[src/pol_pkg.sv]
// Package for the positional ordered list: codes, defaults and transfer types.
`default_nettype none
package pol_pkg;

  localparam int unsigned CapacityDefault  = 32;
  localparam int unsigned DataWidthDefault = 32;

  // operation codes
  localparam logic [2:0] OP_APPEND     = 3'd0;
  localparam logic [2:0] OP_INSERT     = 3'd1;
  localparam logic [2:0] OP_DEL_FIRST  = 3'd2;
  localparam logic [2:0] OP_DEL_AFTER  = 3'd3;
  localparam logic [2:0] OP_READ_ALL   = 3'd4;

  // status codes
  localparam logic [1:0] ST_OK     = 2'd0;
  localparam logic [1:0] ST_EMPTY  = 2'd1;
  localparam logic [1:0] ST_BOUNDS = 2'd2;
  localparam logic [1:0] ST_FULL   = 2'd3;

  typedef struct packed {
    logic [2:0]         operation;
    logic signed [31:0] value;
    logic [7:0]         position;
  } cmd_t;

  typedef struct packed {
    logic [1:0]         status;
    logic signed [31:0] element;
    logic               last;
  } rsp_t;

endpackage
`default_nettype wire

[src/positional_ordered_list_unit.sv]
// Top level of the positional ordered list: sequencer, element memory and result register.
`default_nettype none
// Keeps an ordered list of up to CAPACITY signed words in a single-port element memory
// with a registered read. A command transfers at a rising edge with start_i high and
// busy_o low; busy_o stays high until the command's memory walk is done. Each result
// is presented on rsp_o for exactly one cycle with rsp_valid_o high and must be taken
// then: the receiver cannot stall the block. Timing is set by the memory port, which
// does one read or one write per cycle, so every element moved needs a read and a write:
//   append, rejected commands, unknown codes: answered from idle, busy_o never rises.
//   insert before position p: elements from p on move up a slot, then the value is written.
//   delete first, delete after p: the elements behind the removed one move down a slot.
//   read all: one result per element, read then output, last on the final one.
// Results are registered and appear in the cycle after the one that completes them. Reading
// all from an empty list answers with a single empty status. No clearing pass runs after
// reset: only the first length slots are ever read.
module positional_ordered_list_unit #(
  parameter int unsigned CAPACITY   = pol_pkg::CapacityDefault,
  parameter int unsigned DATA_WIDTH = pol_pkg::DataWidthDefault
) (
  input  wire logic          clk_i,
  input  wire logic          rst_ni,
  input  wire logic          start_i,
  input  pol_pkg::cmd_t      cmd_i,
  output logic               busy_o,
  output logic               rsp_valid_o,
  output pol_pkg::rsp_t      rsp_o
);

  localparam int unsigned LenW  = $clog2(CAPACITY + 1);
  localparam int unsigned AddrW = $clog2(CAPACITY);

  typedef enum logic [2:0] {
    S_IDLE,
    S_INS_RD,
    S_INS_WR,
    S_DEL_RD,
    S_DEL_WR,
    S_RD_ISSUE,
    S_RD_OUT
  } state_e;

  state_e                       state_q;
  logic [LenW-1:0]              length_q;
  logic [AddrW-1:0]             idx_q;
  logic [AddrW-1:0]             tgt_q;
  logic signed [DATA_WIDTH-1:0] val_q;
  logic                         rsp_valid_q;
  pol_pkg::rsp_t                rsp_q;

  // element memory
  logic signed [DATA_WIDTH-1:0] mem_q [CAPACITY];
  logic signed [DATA_WIDTH-1:0] rd_q;
  logic                         mem_we, mem_re;
  logic [AddrW-1:0]             mem_wa, mem_ra;
  logic signed [DATA_WIDTH-1:0] mem_wd;

  logic                         accept;
  logic                         full;
  logic                         empty;
  logic [8:0]                   pos9;
  logic [8:0]                   len9;
  logic                         ins_oob;
  logic                         del_oob;
  logic signed [DATA_WIDTH-1:0] val_store;
  logic                         del_done;
  logic                         rd_last;

  assign accept    = start_i && (state_q == S_IDLE);
  assign full      = (length_q == LenW'(CAPACITY));
  assign empty     = (length_q == '0);
  assign pos9      = {1'b0, cmd_i.position};
  assign len9      = 9'(length_q);
  assign ins_oob   = (cmd_i.position == 8'd0) || (pos9 > len9 + 9'd1);
  assign del_oob   = (cmd_i.position == 8'd0) || (pos9 + 9'd1 > len9);
  assign val_store = DATA_WIDTH'(cmd_i.value);
  // the shift-down walk ends when the cursor reaches the tail slot
  assign del_done  = (LenW'(idx_q) + LenW'(1) >= length_q);
  assign rd_last   = (LenW'(idx_q) + LenW'(1) == length_q);

  // Steer the single memory port from the sequencer state.
  always_comb begin
    mem_we = 1'b0;
    mem_wa = idx_q;
    mem_wd = rd_q;
    mem_re = 1'b0;
    mem_ra = idx_q;
    unique case (state_q)
      S_IDLE: begin
        if (accept && (cmd_i.operation == pol_pkg::OP_APPEND) && !full) begin
          mem_we = 1'b1;
          mem_wa = length_q[AddrW-1:0];
          mem_wd = val_store;
        end
      end
      S_INS_RD: begin
        if (idx_q == tgt_q) begin
          mem_we = 1'b1;
          mem_wd = val_q;
        end else begin
          mem_re = 1'b1;
          mem_ra = idx_q - AddrW'(1);
        end
      end
      S_INS_WR: mem_we = 1'b1;
      S_DEL_RD: begin
        if (!del_done) begin
          mem_re = 1'b1;
          mem_ra = idx_q + AddrW'(1);
        end
      end
      S_DEL_WR:   mem_we = 1'b1;
      S_RD_ISSUE: mem_re = 1'b1;
      S_RD_OUT:   ;
      default:    ;
    endcase
  end

  always_ff @(posedge clk_i) begin
    if (mem_we) begin
      mem_q[mem_wa] <= mem_wd;
    end
    if (mem_re) begin
      rd_q <= mem_q[mem_ra];
    end
  end

  // Sequencer, list length and result register.
  always_ff @(posedge clk_i or negedge rst_ni) begin
    if (!rst_ni) begin
      state_q     <= S_IDLE;
      length_q    <= '0;
      idx_q       <= '0;
      tgt_q       <= '0;
      val_q       <= '0;
      rsp_valid_q <= 1'b0;
      rsp_q       <= '0;
    end else begin
      rsp_valid_q <= 1'b0;
      unique case (state_q)
        S_IDLE: begin
          if (accept) begin
            // default answer: single result, element zero
            rsp_q.status  <= pol_pkg::ST_OK;
            rsp_q.element <= '0;
            rsp_q.last    <= 1'b1;
            unique case (cmd_i.operation)
              pol_pkg::OP_APPEND: begin
                rsp_valid_q <= 1'b1;
                if (full) begin
                  rsp_q.status <= pol_pkg::ST_FULL;
                end else begin
                  length_q <= length_q + LenW'(1);
                end
              end
              pol_pkg::OP_INSERT: begin
                if (empty) begin
                  rsp_valid_q  <= 1'b1;
                  rsp_q.status <= pol_pkg::ST_EMPTY;
                end else if (ins_oob) begin
                  rsp_valid_q  <= 1'b1;
                  rsp_q.status <= pol_pkg::ST_BOUNDS;
                end else if (full) begin
                  rsp_valid_q  <= 1'b1;
                  rsp_q.status <= pol_pkg::ST_FULL;
                end else begin
                  // walk down from the tail, opening a slot at position-1
                  idx_q   <= length_q[AddrW-1:0];
                  tgt_q   <= AddrW'(cmd_i.position - 8'd1);
                  val_q   <= val_store;
                  state_q <= S_INS_RD;
                end
              end
              pol_pkg::OP_DEL_FIRST: begin
                if (empty) begin
                  rsp_valid_q  <= 1'b1;
                  rsp_q.status <= pol_pkg::ST_EMPTY;
                end else begin
                  idx_q   <= '0;
                  state_q <= S_DEL_RD;
                end
              end
              pol_pkg::OP_DEL_AFTER: begin
                if (empty) begin
                  rsp_valid_q  <= 1'b1;
                  rsp_q.status <= pol_pkg::ST_EMPTY;
                end else if (del_oob) begin
                  rsp_valid_q  <= 1'b1;
                  rsp_q.status <= pol_pkg::ST_BOUNDS;
                end else begin
                  // the element after 1-based position p sits at index p
                  idx_q   <= AddrW'(cmd_i.position);
                  state_q <= S_DEL_RD;
                end
              end
              pol_pkg::OP_READ_ALL: begin
                if (empty) begin
                  rsp_valid_q  <= 1'b1;
                  rsp_q.status <= pol_pkg::ST_EMPTY;
                end else begin
                  idx_q   <= '0;
                  state_q <= S_RD_ISSUE;
                end
              end
              default: begin
                // unknown code: no effect, plain ok
                rsp_valid_q <= 1'b1;
              end
            endcase
          end
        end
        S_INS_RD: begin
          if (idx_q == tgt_q) begin
            length_q    <= length_q + LenW'(1);
            rsp_valid_q <= 1'b1;
            state_q     <= S_IDLE;
          end else begin
            state_q <= S_INS_WR;
          end
        end
        S_INS_WR: begin
          idx_q   <= idx_q - AddrW'(1);
          state_q <= S_INS_RD;
        end
        S_DEL_RD: begin
          if (del_done) begin
            length_q    <= length_q - LenW'(1);
            rsp_valid_q <= 1'b1;
            state_q     <= S_IDLE;
          end else begin
            state_q <= S_DEL_WR;
          end
        end
        S_DEL_WR: begin
          idx_q   <= idx_q + AddrW'(1);
          state_q <= S_DEL_RD;
        end
        S_RD_ISSUE: begin
          state_q <= S_RD_OUT;
        end
        S_RD_OUT: begin
          rsp_valid_q   <= 1'b1;
          rsp_q.status  <= pol_pkg::ST_OK;
          rsp_q.element <= 32'(rd_q);
          rsp_q.last    <= rd_last;
          idx_q         <= idx_q + AddrW'(1);
          state_q       <= rd_last ? S_IDLE : S_RD_ISSUE;
        end
        default: state_q <= S_IDLE;
      endcase
    end
  end

  assign busy_o      = (state_q != S_IDLE);
  assign rsp_valid_o = rsp_valid_q;
  assign rsp_o       = rsp_q;

endmodule
`default_nettype wire
[config.mk]
export PLATFORM = sky130hd
export DESIGN_NAME = positional_ordered_list_unit
export DESIGN_NICKNAME = d
export VERILOG_FILES = /design/src/pol_pkg.sv /design/src/positional_ordered_list_unit.sv
export SDC_FILE = /design/constraint.sdc
export NUM_CORES = 1
export LEC_CHECK = 0
export BUFFER_PORTS_ARGS = -buffer_cell sky130_fd_sc_hd__buf_2
export CAP_MARGIN = 25
export CORE_ASPECT_RATIO = 1.2
export CORE_MARGIN = 4
export CORE_UTILIZATION = 40
export CTS_BUF_LIST = sky130_fd_sc_hd__clkbuf_8
export CTS_CLUSTER_DIAMETER = 30
export CTS_CLUSTER_SIZE = 16
export DETAILED_ROUTE_END_ITERATION = 16
export GPL_TIMING_DRIVEN = 1
export PLACE_DENSITY_LB_ADDON = 0.2
export SYNTH_ARGS = -nofsm -noshare
export SYNTH_HDL_FRONTEND = slang
export SYNTH_SLANG_ARGS = --single-unit
[constraint.sdc]
create_clock -name clk_i -period 6.3 [get_ports clk_i]
set_clock_uncertainty 0.15 [all_clocks]
set_input_delay 0.315 -clock clk_i [delete_from_list [all_inputs] [get_ports clk_i]]
set_output_delay 0.315 -clock clk_i [all_outputs]
set_load 0.02 [all_outputs]
==> results.toml <==
[route]
drt.antenna.violating_nets = 0
routed_wl_um = 134000
avgRoutedWirePerCell_um = 27.8
detailedRoute.firstIterationViolations = 2534
remaining_drc_errors = 0
detailroute.via_count = 27425
detail_route.vias_per_cell = 5.68
first_pass_iters = 6

[worst_setup_path]
critPathKind = "reg2reg"
worstRegToRegCells = 12
crit_path_start_kind = "register"
arrival_time_reported_for_the_critical_path_endpoint_ns = 5.82
cp.required_ns = 6.77
end_kind = "register"
crit_path_max_fanout = 24

[floorplanning]
core_mm2 = 0.115
fp-row-count = 136
boundaryPins = 83
dieHeight_um = 381
floorplan.initialDensity_pct = 40.4
chipWidth_um = 319
die_area_mm2 = 0.122

[logic_synthesis]
synth-main-ff-cell = "edfxtp_1"
yosysTopAreaCellShare_pct = 68.2
synthesis.instances = 2869
synth_net_count = 2946
synth.avg_cell_area_um2 = 16.2
seq_area_frac_synth_pct = 72.9
yosysTopAreaCell = "edfxtp_1"
ys_types = 64
syn_std_cell_area_mm2 = 0.0465
yosysWarningCount = 0
async_s_r_ff_share_synth_pct = 7.61
post_synth_main_area_contributors = "edfxtp_1, mux2i_1, dfrtp_1"
number_of_enable_type_register_cells_in_the_synthesized_netlist = 1056
yosys_register_bits = 1143

[pwr]
peakVddDrop_uv = 161
power.share.sequential_pct = 51.7
switching_share_pct = 21.8
pwr_density_cell_mw_per_mm2 = 289
p_int_mw = 12.4
power.share.clock_pct = 47.6
power.net_switching_mw = 3.45
power.static_leakage_nw = 17.6
combinationalPowerShare_pct = 0.7

[timing]
hold_viol_final = 0
finalWorstSetupSlack_ns = 0.946
max_freq_ghz = 0.187
final.setup.tns_ns = 0
final.period_utilization_pct = 85.0
transition_time_at_the_pin_with_the_least_slew_margin_ns = 1.03
finalWorstPathRequiredPeriod_ns = 5.35
grt_setup_unrepaired = "no"
drv_slew = 0
relSlewSlack_pct = 31.3
finalSetupViolations = 0

[grt]
grt_pass1_vias = 27508
grt_remaining_overflow = 0
grt_usage_pct = 21.6
grt_first_pass_wirelength_um = 191000
maximum_number_of_pins_on_one_net_before_global_route_repair = 95
antenna_found_initial = 1

[final_layout]
syn2layout_area_growth_pct = 17.6
final_cell_count_no_fill = 4825
finish.net_count = 3213
drive_gt1_share_pct = 19.2
layout.cells.most_common_list = "edfxtp_1, mux2i_1, a22oi_1"
design_area_mm2 = 0.0547
most_common_cell_after_layout_fill_and_taps_aside = "edfxtp_1"
layout.core_utilization_pct = 47.5

[placed_design]
buffer_ports.inserted = 82
placed_cell_area_mm2 = 0.0493
hpwl_um = 72000
dp_worst_setup_slack_ns = 1.04
finalWeightedCongestion = 0.822
numPlacedInstances = 4386

[clock_network]
clk-insertion-delay-late_ns = 0.90
ctsHoldBuffers = 67
cts.htree.levels = 4
cts.clk_slew.worst_paths_ns = 0.07
cts_made_buffers = 195
setup_fix_bufs_post_cts = 0
cts-root-buf = "clkbuf_8"
post_cts.resized_instances = 0
clk_path_buf_depth = 3
tritoncts = "built"
cts.sink_count = 1143

[worst_hold_path]
hold_path.class = "in2reg"
hold_path_depth = 3

[outcome]
run_status = "finished, final reports clean"

[run]
max-cap-violations = 0
## layer usage
| layer | global-route usage [%] | vias up | wire [µm] |
|---|---|---|---|
| met4 | 6.56 | 0 | 3220 |
| met5 | 0 | - | 0 |
| met1 | 29.1 | 14358 | 56900 |
| met2 | 35.9 | 987 | 65700 |
| li1 | - | 11870 | - |
| met3 | 3.82 | 210 | 8330 |
## power groups by stage
stage                     Combinational (mW)  Sequential [mW]  Clock [mW]
after floorplan                       0.0314             8.33           0
after global placement                0.0753             8.33           0
after detailed placement              0.0778             8.33           0
after CTS                              0.113             8.16        7.67
after global routing                   0.125             8.16        8.03
final                                  0.113             8.17        7.52
## worst paths after layout
| check | startpoint | to | slack [ns] |
|---|---|---|---|
| hold reg to reg | rsp_o[1] | rsp_o[1] | 0.35 |
| setup / recovery | idx_q[0] | rd_q[4] | 0.95 |
| setup reg to reg | idx_q[0] | rd_q[4] | 0.95 |
| hold / removal | cmd_i[9] | val_q[1] | 0.09 |
| max in group asynchronous | rst_ni | rsp_o[11] | 5.09 |
| min in group asynchronous | rst_ni | val_q[30] | 0.36 |
## registers in the layout (all words and copies together), names as in the netlist
register,count
rsp_o,35
rd_q,32
rsp_valid_o,1
tgt_q,5
length_q,6
state_q,3
idx_q,5
val_q,32
mem_q,1024
## layout make-up
cell class | count | area [µm²]
clock inverters | 167 | 1770
repair buffers | 238 | 2240
well taps | 1518 | 1900
diodes | 1 | 2.50
multi-input cells | 1534 | 12000
clock buffers | 200 | 2750
inverters | 24 | 90.1
fillers | 9864 | 60400
flip-flops and latches | 1143 | 33900
## synth_stat cells (all sizes together), types with 6 or more instances
cell / count
a2111oi: 34
a21oi: 109
a22oi: 260
buf: 73
clkbuf: 95
dfrtp: 87
edfxtp: 1056
ha: 30
inv: 23
mux2: 36
mux2i: 517
nand2: 244
nand3: 85
nor2: 60
nor3: 19
o21a: 6
o21ai: 27
o31ai: 7
xnor2: 18
xor2: 11
## critical path: stages (launching register included)
cell	delay [ns]
dfrtp_1	0.74
clkinv_1	0.46
ha_1	0.48
ha_1	0.30
and2_1	0.17
o2bb2ai_1	0.22
nor3_1	0.44
nor3_1	0.09
a221oi_1	0.68
nand2_2	0.54
buf_12	0.37
a21oi_1	0.31
a2111oi_2	0.06
## cells by family after synthesis
group	after synthesis	synth area share (%)
XOR/XNOR	29	0.546
adder cells (fa/ha/maj)	31	0.850
multiplexers	553	12.0
AO/OA/AOI/OAI	485	7.66
AND/OR/NAND/NOR	436	4.01
buffers and inverters	192	2.04
flip-flops	1143	72.9
## stage by stage
step                total power, mW  hold WS [ns]
floorplan                      8.36        -0.131
global placement               8.40         0.252
detailed placement             8.40         0.264
CTS                            16.0     0.0000618
global route                   16.3        0.0475
finish                         15.8        0.0867
Note: power is estimated with default switching activity, not from simulation.
